`config.mk`:
```
export PLATFORM = sky130hd
export DESIGN_NAME = ppi_scan_fsm
export DESIGN_NICKNAME = d
export VERILOG_FILES = /design/src/rtl/core/ppi_pkg.sv /design/src/rtl/core/ppi_scan_fsm.sv
export SDC_FILE = /design/constraint.sdc
export NUM_CORES = 1
export LEC_CHECK = 0
export BUFFER_PORTS_ARGS = -buffer_cell sky130_fd_sc_hd__clkbuf_2
export CORE_MARGIN = 4
export CORE_UTILIZATION = 46
export CTS_BUF_LIST = sky130_fd_sc_hd__clkbuf_4
export DETAILED_ROUTE_END_ITERATION = 8
export GPL_ROUTABILITY_DRIVEN = 0
export PLACE_DENSITY = 0.73
export SLEW_MARGIN = 20
export SYNTH_ARGS = -nofsm -noshare
export SYNTH_HDL_FRONTEND = slang
export SYNTH_SLANG_ARGS = --single-unit
```
`constraint.sdc`:
```
create_clock -name clk -period 4.57 [get_ports clk]
set_input_delay 0.914 -clock clk [delete_from_list [all_inputs] [get_ports clk]]
set_output_delay 0.914 -clock clk [all_outputs]
set_load 0.1 [all_outputs]
```
`src/rtl/core/ppi_pkg.sv`:
```
`timescale 1ns / 1ps
// ---------------------------------------------------------------------------
// ppi_pkg
// Shared types for the pixel palette indexer: request and result payloads
// and the scan sequencer states.
// ---------------------------------------------------------------------------
package ppi_pkg;

	localparam int unsigned COLOR_W = 24;

	// one pixel request
	typedef struct packed {
		logic [7:0] red;
		logic [7:0] green;
		logic [7:0] blue;
		logic       first_pixel;
		logic       last_pixel;
	} pix_in_t;

	// one pixel result
	typedef struct packed {
		logic [7:0] color_index;
		logic       new_color;
		logic       overflow;
		logic       end_of_image;
		logic [8:0] palette_size;
		logic [3:0] index_width;
	} pix_out_t;

	// scan sequencer states
	typedef enum logic [1:0] {
		ST_IDLE,
		ST_SCAN,
		ST_RESULT
	} scan_state_t;

endpackage

```
`src/rtl/core/ppi_scan_fsm.sv`:
```
`timescale 1ns / 1ps
// ---------------------------------------------------------------------------
// ppi_scan_fsm
// Sequencer: takes a pixel, walks the palette one entry a cycle looking for
// an exact match, then appends on a miss if there is room and builds the result.
// ---------------------------------------------------------------------------
module ppi_scan_fsm #(
	parameter int unsigned DEPTH  = 256,
	parameter int unsigned ADDR_W = 8,
	parameter int unsigned CNT_W  = 9
) (
	input  logic                        clk,
	input  logic                        arst_n,
	// pixel request
	input  logic                        pixel_valid,
	output logic                        pixel_stall,
	input  ppi_pkg::pix_in_t            pixel,
	// result toward the output register
	output logic                        res_valid,
	input  logic                        res_take,
	output ppi_pkg::pix_out_t           res,
	// palette memory
	output logic                        wr_en,
	output logic [ADDR_W-1:0]           wr_addr,
	output logic [ppi_pkg::COLOR_W-1:0] wr_data,
	output logic                        rd_en,
	output logic [ADDR_W-1:0]           rd_addr,
	input  logic [ppi_pkg::COLOR_W-1:0] rd_data
);

	localparam int unsigned PW = $clog2(CNT_W + 1);

	ppi_pkg::scan_state_t state_q, state_d;

	logic [ppi_pkg::COLOR_W-1:0] color_q;
	logic                        last_q;
	logic [CNT_W-1:0]            count_q;
	logic                        ovf_q;
	logic [CNT_W-1:0]            ptr_q;
	logic                        cmp_valid_s1;
	logic [ADDR_W-1:0]           cmp_addr_s1;
	logic                        hit_q;
	logic [ADDR_W-1:0]           hit_idx_q;

	logic                        accept;
	logic [CNT_W-1:0]            eff_count;
	logic                        eff_ovf;
	logic                        match;
	logic                        issue;
	logic [CNT_W-1:0]            cnt_next;
	logic                        ovf_next;
	logic [CNT_W-1:0]            index;
	logic                        fresh;
	logic [CNT_W-1:0]            size_m1;
	logic [PW-1:0]               prec;

	// count and overflow as seen by a request, after an image start
	assign eff_count = pixel.first_pixel ? '0 : count_q;
	assign eff_ovf   = pixel.first_pixel ? 1'b0 : ovf_q;

	assign match = (state_q == ppi_pkg::ST_SCAN) && cmp_valid_s1 && (rd_data == color_q);
	assign issue = (state_q == ppi_pkg::ST_SCAN) && !match && (ptr_q < count_q);

	assign rd_en   = issue;
	assign rd_addr = ptr_q[ADDR_W-1:0];

	// next state and result
	always_comb begin
		state_d     = state_q;
		accept      = 1'b0;
		pixel_stall = 1'b1;
		res_valid   = 1'b0;
		wr_en       = 1'b0;
		cnt_next    = count_q;
		ovf_next    = ovf_q;
		index       = '0;
		fresh       = 1'b0;
		unique case (state_q)
			ppi_pkg::ST_IDLE: begin
				pixel_stall = 1'b0;
				accept      = pixel_valid;
				if (pixel_valid) begin
					if (eff_ovf || (eff_count == '0)) begin
						state_d = ppi_pkg::ST_RESULT;
					end else begin
						state_d = ppi_pkg::ST_SCAN;
					end
				end
			end
			ppi_pkg::ST_SCAN: begin
				if (match || (!cmp_valid_s1 && (ptr_q == count_q))) begin
					state_d = ppi_pkg::ST_RESULT;
				end
			end
			ppi_pkg::ST_RESULT: begin
				res_valid = 1'b1;
				if (ovf_q) begin
					index = '0;
				end else if (hit_q) begin
					index = CNT_W'(hit_idx_q);
				end else if (count_q < CNT_W'(DEPTH)) begin
					wr_en    = res_take;
					index    = count_q;
					cnt_next = count_q + CNT_W'(1);
					fresh    = 1'b1;
				end else begin
					ovf_next = 1'b1;
				end
				if (res_take) begin
					state_d = ppi_pkg::ST_IDLE;
				end
			end
			default: begin
				state_d = ppi_pkg::ST_IDLE;
			end
		endcase
	end

	assign wr_addr = count_q[ADDR_W-1:0];
	assign wr_data = color_q;

	// index precision: bit length of size minus one, zero for size 0 or 1
	assign size_m1 = cnt_next - CNT_W'(1);
	always_comb begin
		prec = '0;
		for (int i = 0; i < CNT_W; i++) begin
			if (size_m1[i]) begin
				prec = PW'(i + 1);
			end
		end
		if (cnt_next <= CNT_W'(1)) begin
			prec = '0;
		end
	end

	always_comb begin
		res.color_index  = ovf_next ? 8'd0 : 8'(index);
		res.new_color    = fresh;
		res.overflow     = ovf_next;
		res.end_of_image = last_q;
		res.palette_size = 9'(cnt_next);
		res.index_width  = last_q ? 4'(prec) : 4'd0;
	end

	// state register
	always_ff @(posedge clk or negedge arst_n) begin
		if (!arst_n) begin
			state_q <= ppi_pkg::ST_IDLE;
		end else begin
			state_q <= state_d;
		end
	end

	// palette fill count and sticky overflow
	always_ff @(posedge clk or negedge arst_n) begin
		if (!arst_n) begin
			count_q <= '0;
			ovf_q   <= 1'b0;
		end else if (accept) begin
			count_q <= eff_count;
			ovf_q   <= eff_ovf;
		end else if (res_valid && res_take) begin
			count_q <= cnt_next;
			ovf_q   <= ovf_next;
		end
	end

	// scan pointer and compare stage
	always_ff @(posedge clk or negedge arst_n) begin
		if (!arst_n) begin
			ptr_q        <= '0;
			cmp_valid_s1 <= 1'b0;
			hit_q        <= 1'b0;
		end else begin
			cmp_valid_s1 <= issue;
			if (accept) begin
				ptr_q <= '0;
				hit_q <= 1'b0;
			end else begin
				if (issue) begin
					ptr_q <= ptr_q + CNT_W'(1);
				end
				if (match) begin
					hit_q <= 1'b1;
				end
			end
		end
	end

	// hold request payload and match position
	always_ff @(posedge clk) begin
		if (accept) begin
			color_q <= {pixel.red, pixel.green, pixel.blue};
			last_q  <= pixel.last_pixel;
		end
		if (issue) begin
			cmp_addr_s1 <= ptr_q[ADDR_W-1:0];
		end
		if (match) begin
			hit_idx_q <= cmp_addr_s1;
		end
	end

endmodule

```
# Yosys cells after proc, flatten, opt, wreduce, memory -nomap -nowiden
# Cells that the tools add are included.
# Widths: inputs -> output; s select.
[op_classes]
mux = 50
magnitude_cmp = 3
eq_ne = 7
addsub = 3
n_reduce_logical = 16
[op_table]
columns = ["cell", "n"]
rows = [
  ["$mux 9", 9],
  ["$mux 4", 10],
  ["$mux 8", 5],
  ["$eq 24x24->1", 1],
  ["$mux 1", 21],
  ["$add 9x1->9 const B", 2],
  ["$eq 9x9->1", 1],
  ["$le 9x1->1 const B", 1],
  ["$logic_not 9->1", 1],
  ["$lt 9x9->1", 1],
  ["$lt 9x9->1 const B", 1],
  ["$sub 9x1->9 const B", 1],
  ["$mux 2", 4],
  ["$logic_and 1x1->1", 6],
  ["$pmux 2 s3", 1],
  ["$reduce_bool 2->1", 3],
  ["$ne 2x2->1 const B", 2],
  ["$reduce_and 3->1", 1],
  ["$eq 2x1->1 const B", 1],
  ["$eq 2x2->1 const B", 1],
  ["$logic_not 1->1", 2],
  ["$logic_not 2->1", 1],
  ["$logic_or 1x1->1", 2],
  ["$ne 2x1->1 const B", 1],
]
[totals]
ff_bits = 64
word_cells = 89
output_inout_bits = 68

# Logic depth before layout (Yosys ltp)
# Gate-level depths: netlist of the first run.
[depth]
depth_word = 17
mapped_depth = 13
depth_no_buf = 10

# Least setup slack after synthesis of the first run
# Ideal clock, no wire load.
[synth_path]
path_kind = "register to output"
startpoint = "register hit_q"
endpoint = "output res[1] (netlist name)"
path_stages_with_launch = 7
n_path_buf = 1
slack_ns = -1.951
arrival_ns = 5.607
path_cell_list = "dfrtp_1 buf_2 nor4b_2 nand3_1 xnor2_1 o41ai_2 a311oi_1"
[synth_lines]
columns = ["element", "line", "text"]
rows = [
  ["start, declared", "ppi_scan_fsm.sv:42", "logic hit_q;"],
  ["start signal, assigned", "ppi_scan_fsm.sv:173", "hit_q <= 1'b0;"],
  ["start signal, assigned", "ppi_scan_fsm.sv:178", "hit_q <= 1'b0;"],
  ["start signal, assigned", "ppi_scan_fsm.sv:184", "hit_q <= 1'b1;"],
  ["end, declared", "ppi_scan_fsm.sv:21", "output ppi_pkg::pix_out_t res,"],
]

==> reports/metrics.yaml, run 1 <==
synth-edff-count: 41
nets: 542
peakVddDrop_v: 0.000356
holdPathStages: 0
synthesis.instances: 366
period_share: 0.970
die_h_um: 99.3
required_ns: 3.66
worst_pin_slew_ns: 0.854
dp_cells: 566
worstHoldEndpoint: "hit_idx_q[3]"
p_int_w: 0.00138
rr_endpoint: "ptr_q[1]"
ys_seq_area_frac: 0.471
ant_nets: 0
grt_max_degree: 24
r2r_slack_ns: 1.82
cts_made_buffers: 9
overflow: 0
switchingPower_w: 0.00172
hpwl_um: 7660
slew_viol_final: 0
die_x_um: 99.3
clock_skew_ns: 0.0153
synthFlopType: "edfxtp_1"
yosysWarnings: 0
final_area_um2: 4630
pwr-share-comb: 0.622
drv_cap: 0
cts.clk_slew.worst_paths_ns: 0.11
yosys.area.top_type_share: 0.321
netlist_area_um2: 3830
diodes: 0
hp-class: "reg2reg"
critPathKind: "reg2out"
wl_um: 9730
grt_usage: 0.204
reg2reg_depth: 10
slew-limit-headroom: 0.428
finalHoldViolCount: 0
critPathArrivalTime_ns: 3.52
worstHoldStart: "cmp_addr_s1[3]"
fp-row-count: 33
drive_above_1_share: 0.356
fill_cells: 750
period_minus_slack_ns: 4.43
p_seq_frac: 0.253
avgViaCountPerCell: 5.51
worstSkewPairLatency_ns: 0.41
setup_violations: 0
cts_sinks: 64
clkPwrFrac: 0.125
die_area_um2: 9860
swShare: 0.555
yosysTopAreaCell: "edfxtp_1"
syn_area_per_cell_um2: 10.5
cts_max_path_buffers: 2
grt_pass1_vias: 3249
finalWorstSetupSlack_ns: 0.139
regArea_um2: 1810
status: "finished, final reports clean"
power.density_nw_per_um2: 669
grt_pass1_wl_um: 16000
cp-end-kind: "output pin"
p_leak_nw: 2.08
antenna_found_initial: 0
first_pass_iters: 4
clockRootBuffer: "clkbuf_4"
drt_iter0_markers: 147
r2r-start: "count_q[4]"
worstSetupStartpointType: "flip-flop"
dpl_cell_area_um2: 4480
synth_common_cells: "edfxtp_1, dfrtp_1, nor2_1"
htree_levels: 3
critPathMaxFanout: 8
drc_errors: 0
ys_types: 65
ys_ff_latch: 64
async_reset_ff_frac: 0.359
vias: 3213
synthTopCellsByArea: "edfxtp_1, dfrtp_1, xnor2_1, ha_1, buf_4"
place_ws_ns: 0.505
fmax_ghz: 0.226
port_buffers: 121
cts_tree: "built"
start_util: 0.469
final_util: 0.567
fin_hold_ws_ns: 0.430
synth_most_common_cell: "edfxtp_1"
io_pins: 122
syn_nets: 435
fin_cells: 583
area_growth_syn_to_layout_pct: 20.8
fp.coreArea_um2: 8180
multiInputGateArea_um2: 1750
wl_per_cell_um: 16.7
## sequential cells by signal, summed over array words and instances (netlist names)
register and flops:
cmp_valid_s1 1, ovf_q 1, hit_q 1, ptr_q 9, count_q 9, cmp_addr_s1 8, wr_data 24, state_q 2
hit_idx_q 8, last_q 1
## critical path, stage by stage (launching register included)
cell	delay, ns
dfrtp_1	0.48
or2_2	0.43
nor2_2	0.18
mux2i_2	0.34
inv_1	0.11
ha_1	0.20
or2_2	0.28
a211oi_1	0.27
o32ai_1	0.12
o32ai_1	0.37
a21oi_2	0.12
buf_12	0.20
## placed cells by master, fill, tap and decap left out, types with 3 or more instances in the layout
master	synthesis	routed
and3_1	7	7
clkbuf_2	0	117
buf_4	19	9
buf_12	0	3
dfrtp_1	23	22
xnor2_1	22	20
inv_1	21	21
nor2_1	23	22
nor3_1	13	13
nand4_1	8	8
nor4_1	5	5
or2_2	3	3
ha_1	15	15
a21o_1	3	3
nand3_1	17	17
edfxtp_1	41	41
xor2_1	11	11
mux2i_1	9	8
clkbuf_4	0	11
clkinv_2	1	3
o31ai_1	5	5
a22oi_1	4	4
a21oi_1	17	16
nand2_1	20	20
o21ai_0	11	11
## layer usage
metal	track usage	wire, um	vias to the layer above	share of wire
met2	0.342	4700	165	0.48
met3	0.0575	984	21	0.10
met5	0	0	-	0
met4	0.0840	204	0	0.021
li1	-	-	1531	-
met1	0.248	3830	1496	0.39
## layout make-up
cell class,count,area share
inverters,25,0.0205
well taps,105,0.0284
repair buffers,129,0.154
clock inverters,5,0.0122
flip-flops and latches,64,0.390
multi-input cells,244,0.377
clock buffers,11,0.0178
## worst max-delay path by stage
| stage | to | cells past startpoint | start | slack (ns) |
|---|---|---|---|---|
| 3_5_place_dp | res[0] | 11 | count_q[8] | 0.51 |
| 4_1_cts | res[0] | 11 | count_q[8] | 0.02 |
| 5_1_grt | res[0] | 11 | hit_q | -0.009 |
| 3_3_place_gp | res[1] | 10 | count_q[8] | 0.69 |
| 6_report | res[0] | 11 | hit_q | 0.14 |
| 2_1_floorplan | res[1] | 12 | state_q[0] | -0.25 |
## metrics by stage
step	setup TNS, ns	total power (W)
floorplan	-0.534	0.00234
global placement	0	0.00268
detailed placement	0	0.00270
CTS	0	0.00309
global route	-0.00907	0.00324
finish	0	0.00310
## power by group through the flow
stage / Sequential (W) / Combinational (W) / Clock [W]
floorplan: 0.00109 / 0.00125 / 0
global placement: 0.000796 / 0.00188 / 0
detailed placement: 0.000797 / 0.00190 / 0
CTS: 0.000785 / 0.00191 / 0.000397
global route: 0.000797 / 0.00202 / 0.000424
finish: 0.000785 / 0.00193 / 0.000386
## timing repair
item	4_1_cts	5_1_grt
buffers inserted	0	1
hold buffers	0	0
resized for setup	0	3
setup endpoints to repair	0	4
## logic make-up (layout without fill, tap and decap cells)
family,Yosys count,in the layout,synth area share
xor+xnor,33,33,0.0754
mux,9,9,0.0235
simple gates,117,117,0.164
flops,64,64,0.471
buf+inv,58,170,0.0836
compound gates,70,70,0.133
fa+ha+maj,15,15,0.0490
No activity file was read; power rests on OpenSTA's default activity.
==> inputs of run 2 (changes only) <==
==> constraint.sdc (replaced) <==
create_clock -name clk -period 4.85 [get_ports clk]
set_input_delay 0.97 -clock clk [delete_from_list [all_inputs] [get_ports clk]]
set_output_delay 0.97 -clock clk [all_outputs]
set_load 0.1 [all_outputs]
==> reports/metrics.yaml, run 2 (synthesis results as in run 1) <==
status: "finished, final reports clean"  # unchanged
fmax_ghz: 0.217
first_pass_iters: 5  # was 4
period_minus_slack_ns: 4.61
dpl_cell_area_um2: 4430  # was 4480 um^2
grt_pass1_vias: 3232  # was 3,249
power.total_w: 0.00286  # was 0.00310 W
wl_um: 9630  # was 9730 um
largest_reg_flops: 24  # unchanged
final_area_um2: 4580  # was 4630 um^2
port_buffers: 121  # unchanged
die_x_um: 99.3  # unchanged
fp.coreArea_um2: 8180  # unchanged
cts.clk_slew.worst_paths_ns: 0.13  # was 0.11 ns
drc_errors: 0  # unchanged
grt_usage: 0.202  # was 0.204
required_ns: 3.88  # was 3.66 ns
p_leak_nw: 2.05  # was 2.08 nW
layout_common_cells: "clkbuf_2, edfxtp_1, nor2_1, dfrtp_1, inv_1"  # unchanged
wl_per_cell_um: 16.6  # was 16.7 um
slew-limit-headroom: 0.450  # was 0.428
layout_commonest_cell: "clkbuf_2"  # unchanged
die_h_um: 99.3  # unchanged
drv_cap: 0  # unchanged
rsz0062_at_grt: "no"
clock_skew_ns: 0.0283  # was 0.0153 ns
slew_viol_final: 0  # unchanged
clkPwrFrac: 0.126  # was 0.125
worstSetupStartpointType: "flip-flop"  # unchanged
io_pins: 122  # unchanged
swShare: 0.564  # was 0.555
setup_violations: 0  # unchanged
p_seq_frac: 0.259  # was 0.253
start_util: 0.469  # unchanged
finalHoldViolCount: 0  # unchanged
antenna_found_initial: 0  # unchanged
cts_max_path_buffers: 2  # unchanged
cts_sinks: 64  # unchanged
ctsHoldBuffers: 0  # unchanged
place_ws_ns: 0.541  # was 0.505 ns
hp-class: "reg2reg"  # unchanged
die_area_um2: 9860  # unchanged
worstSkewPairLatency_ns: 0.40  # was 0.41 ns
pwr-share-comb: 0.615  # was 0.622
fp-row-count: 33  # unchanged
critPathArrivalTime_ns: 3.64  # was 3.52 ns
ant_nets: 0  # unchanged
cts_made_buffers: 9  # unchanged
area_growth_syn_to_layout_pct: 19.6  # was 20.8%
cp-end-kind: "output pin"  # unchanged
drive_above_1_share: 0.348  # was 0.356
vias: 3206  # was 3,213
p_int_w: 0.00125  # was 0.00138 W
diodes: 0  # unchanged
peakVddDrop_v: 0.000317  # was 0.000356 V
cts_tree: "built"  # unchanged
critPathMaxFanout: 11  # was 8
grt_pass1_wl_um: 15900  # was 16,000 um
nets: 538  # was 542
critPathKind: "reg2out"  # unchanged
clockRootBuffer: "clkbuf_4"  # unchanged
grt_max_degree: 24  # unchanged
switchingPower_w: 0.00161  # was 0.00172 W
drt_iter0_markers: 138  # was 147
htree_levels: 3  # unchanged
cts-resized-gates: 0  # unchanged
power.density_nw_per_um2: 624  # was 669 nW/um^2
avgViaCountPerCell: 5.54  # was 5.51
hpwl_um: 7520  # was 7660 um
period_share: 0.951
overflow: 0  # unchanged
fill_cells: 733  # was 750
worst_pin_slew_ns: 0.823  # was 0.854 ns
cts_setup_buffers: 0  # unchanged
final_util: 0.561  # was 0.567
finalWorstSetupSlack_ns: 0.240  # was 0.139 ns
[run 2: power by group through the flow]
stage	Sequential, W	Combinational, W	Clock (W)
after floorplan	0.00102	0.00118	0
after global placement	0.000751	0.00171	0
after detailed placement	0.000752	0.00174	0
after CTS	0.000741	0.00174	0.000376
after global routing	0.000754	0.00185	0.000398
final	0.000740	0.00176	0.000362
[run 2: area by class of cell]
cell class,count,area [um^2],area share
Clock buffer,10,75.1,0.0164
Clock inverter,6,67.6,0.0147
Inverter,25,95.1,0.0207
Multi-Input combinational cell,244,1760,0.383
Sequential cell,64,1810,0.394
Tap cell,105,131,0.0287
Timing Repair Buffer,125,653,0.142
[run 2: worst paths after layout]
path                                 from           end  slack (ns)  cells past startpoint
max reg2reg                    count_q[4]      ptr_q[7]        1.89                      9
min in group asynchronous          arst_n      ptr_q[5]        0.58                      1
min reg2reg                cmp_addr_s1[1]  hit_idx_q[1]        0.43                      0
max in group asynchronous          arst_n    count_q[7]        3.80                      1
max                            count_q[8]        res[3]        0.24                     10
min                        cmp_addr_s1[1]  hit_idx_q[1]        0.43                      0
[run 2: per-stage QoR]
step | hold WS (ns) | setup TNS (ns) | instances
final | 0.425 | 0 | 579
after global routing | 0.443 | 0 | 579
after CTS | 0.427 | 0 | 579
after detailed placement | 0.405 | 0 | 563
after global placement | 0.401 | 0 | 563
after floorplan | 0.400 | -0.0249 | 366
[run 2: worst max-delay path: stages, from the launching register on]
cell	delay, ns
dfrtp_1	0.51
or2_2	0.42
nor2_1	0.21
mux2i_2	0.35
ha_1	0.31
nand3_2	0.23
a221oi_1	0.35
o2bb2ai_1	0.11
mux2i_1	0.31
nor2b_2	0.26
buf_12	0.19
[run 2: layer usage]
metal	wire, um	global-route usage	share of wire
met1	3790	0.244	0.39
met2	4700	0.343	0.49
met3	955	0.0645	0.099
met4	186	0.0641	0.019
met5	0	0	0
==> inputs of run 3 (changes only) <==
--- a/config.mk
+++ b/config.mk
@@ -6,6 +6,7 @@
 export NUM_CORES = 1
 export LEC_CHECK = 0
 export BUFFER_PORTS_ARGS = -buffer_cell sky130_fd_sc_hd__clkbuf_2
+export CORE_ASPECT_RATIO = 0.75
 export CORE_MARGIN = 4
 export CORE_UTILIZATION = 46
 export CTS_BUF_LIST = sky130_fd_sc_hd__clkbuf_4
==> reports/metrics.yaml, run 3 (synthesis results as in run 1) <==
status: "finished, final reports clean"  # unchanged
grt_max_degree: 33  # was 24
area_growth_syn_to_layout_pct: 19.9  # was 19.6%
power.total_w: 0.00290  # was 0.00286 W
overflow: 0  # unchanged
slew_viol_final: 0  # unchanged
power.density_nw_per_um2: 630  # was 624 nW/um^2
peakVddDrop_v: 0.000348  # was 0.000317 V
wl_per_cell_um: 16.7  # was 16.6 um
worstSetupStartpointType: "flip-flop"  # unchanged
port_buffers: 121  # unchanged
cts.clk_slew.worst_paths_ns: 0.13  # about the same
cts_max_path_buffers: 2  # unchanged
critPathMaxFanout: 11  # unchanged
worst_pin_slew_ns: 0.728  # was 0.823 ns
drv_cap: 0  # unchanged
finalHoldViolCount: 0  # unchanged
clock_skew_ns: 0.0202  # was 0.0283 ns
diodes: 0  # unchanged
fp.coreArea_um2: 7990  # was 8180 um^2
hpwl_um: 7480  # was 7520 um
p_leak_nw: 2.05  # about the same
cts_made_buffers: 9  # unchanged
start_util: 0.480  # was 0.469
first_pass_iters: 5  # unchanged
layout_commonest_cell: "clkbuf_2"  # unchanged
max_stage_delay_ns: 0.52  # was 0.51 ns
largest_reg_flops: 24  # unchanged
final_area_um2: 4600  # was 4580 um^2
slowest_stage: "dfrtp_1"  # unchanged
cts-resized-gates: 0  # unchanged
critPathArrivalTime_ns: 3.82  # was 3.64 ns
drt_iter0_markers: 192  # was 138
worstSkewPairLatency_ns: 0.41  # was 0.40 ns
grt_usage: 0.201  # was 0.202
htree_levels: 3  # unchanged
grt_pass1_vias: 3171  # was 3,232
fp-row-count: 28  # was 33
wl_um: 9710  # was 9630 um
critPathKind: "reg2out"  # unchanged
cts_setup_buffers: 0  # unchanged
layout_common_cells: "clkbuf_2, edfxtp_1, nor2_1, dfrtp_1, inv_1"  # unchanged
fin_hold_ws_ns: 0.431  # was 0.425 ns
hp-class: "reg2reg"  # unchanged
drive_above_1_share: 0.358  # was 0.348
period_share: 0.988  # was 0.951
io_pins: 122  # unchanged
slew-limit-headroom: 0.513  # was 0.450
setup_violations: 0  # unchanged
nets: 539  # was 538
die_h_um: 87.1  # was 99.3 um
required_ns: 3.88  # about the same
dpl_cell_area_um2: 4430  # about the same
ant_nets: 0  # unchanged
clockRootBuffer: "clkbuf_4"  # unchanged
grt_pass1_wl_um: 15700  # was 15,900 um
cts_tree: "built"  # unchanged
cp-end-kind: "output pin"  # unchanged
cts_sinks: 64  # unchanged
die_x_um: 113  # was 99.3 um
crit_path_cell_trace: "or2_2, nor2_1, mux2i_2, inv_1, ha_1, or2_2, a211oi_1, o32ai_1, o32ai_2, a21oi_2, buf_2"  # was or2_2, nor2_1, mux2i_2, ha_1, nand3_2, a221oi_1, o2bb2ai_1, mux2i_1, nor2b_2, buf_12
fmax_ghz: 0.209  # was 0.217 GHz
die_area_um2: 9870  # was 9860 um^2
vias: 3210  # was 3,206
cpMostUsedCell: "or2_2"
drc_errors: 0  # unchanged
ctsHoldBuffers: 0  # unchanged
period_minus_slack_ns: 4.79  # was 4.61 ns
antenna_found_initial: 0  # unchanged
avgViaCountPerCell: 5.53  # was 5.54
run 3: cell types whose count changed in the layout (fill, tap and decap cells not counted), sizes merged:
cell,previous run,this run
clkinv,6,5
clkinvlp,1,3
run 3: layout make-up:
class	count	area, um^2
clock buffers	9	67.6
well taps	105	131
fillers	701	3390
flip-flops and latches	64	1810
multi-input cells	244	1770
repair buffers	126	661
inverters	25	95.1
clock inverters	7	71.3
run 3: where the power goes:
group,internal (W),switching (W),leakage (nW)
combinational,0.000430,0.00137,1.29
clock,0.000157,0.000204,0.0683
sequential,0.000669,0.0000658,0.690
run 3: path summary, 6_finish.rpt:
check                               startpoint  cells past startpoint  slack, ns      endpoint
worst min register to register  cmp_addr_s1[6]                      0       0.43  hit_idx_q[6]
min in group asynchronous               arst_n                      1       0.56    count_q[8]
worst min-delay path            cmp_addr_s1[6]                      0       0.43  hit_idx_q[6]
max in group asynchronous               arst_n                      1       3.86    state_q[0]
worst max register to register      count_q[4]                      9       1.93      ptr_q[7]
worst max-delay path                count_q[8]                     11       0.06        res[0]
run 3: layer usage:
layer  share of wire  track usage  wire length, um
met1            0.42        0.262             4050
met2            0.50        0.335             4810
met3           0.074       0.0500              723
met4           0.012       0.0568              119
met5               0            0                0
run 3: critical path: cells and delay by family, from the launching register on:
kind	cells	cell delay, ns
and+or+nand+nor	3	0.96
AOI/OAI and AO/OA	4	0.90
DFF	1	0.52
adders and majority gates	1	0.22
buffers and inverters	2	0.44
muxes	1	0.38
run 3: per-stage QoR:
stage	utilization	std cells	setup slack [ns]	TNS, ns
after floorplan	-	366	-0.0249	-0.0249
after global placement	0.555	564	0.686	0
after detailed placement	0.555	564	0.509	0
after CTS	0.572	580	0.0192	0
after global routing	0.576	580	-0.0528	-0.0528
final	0.576	580	0.0594	0
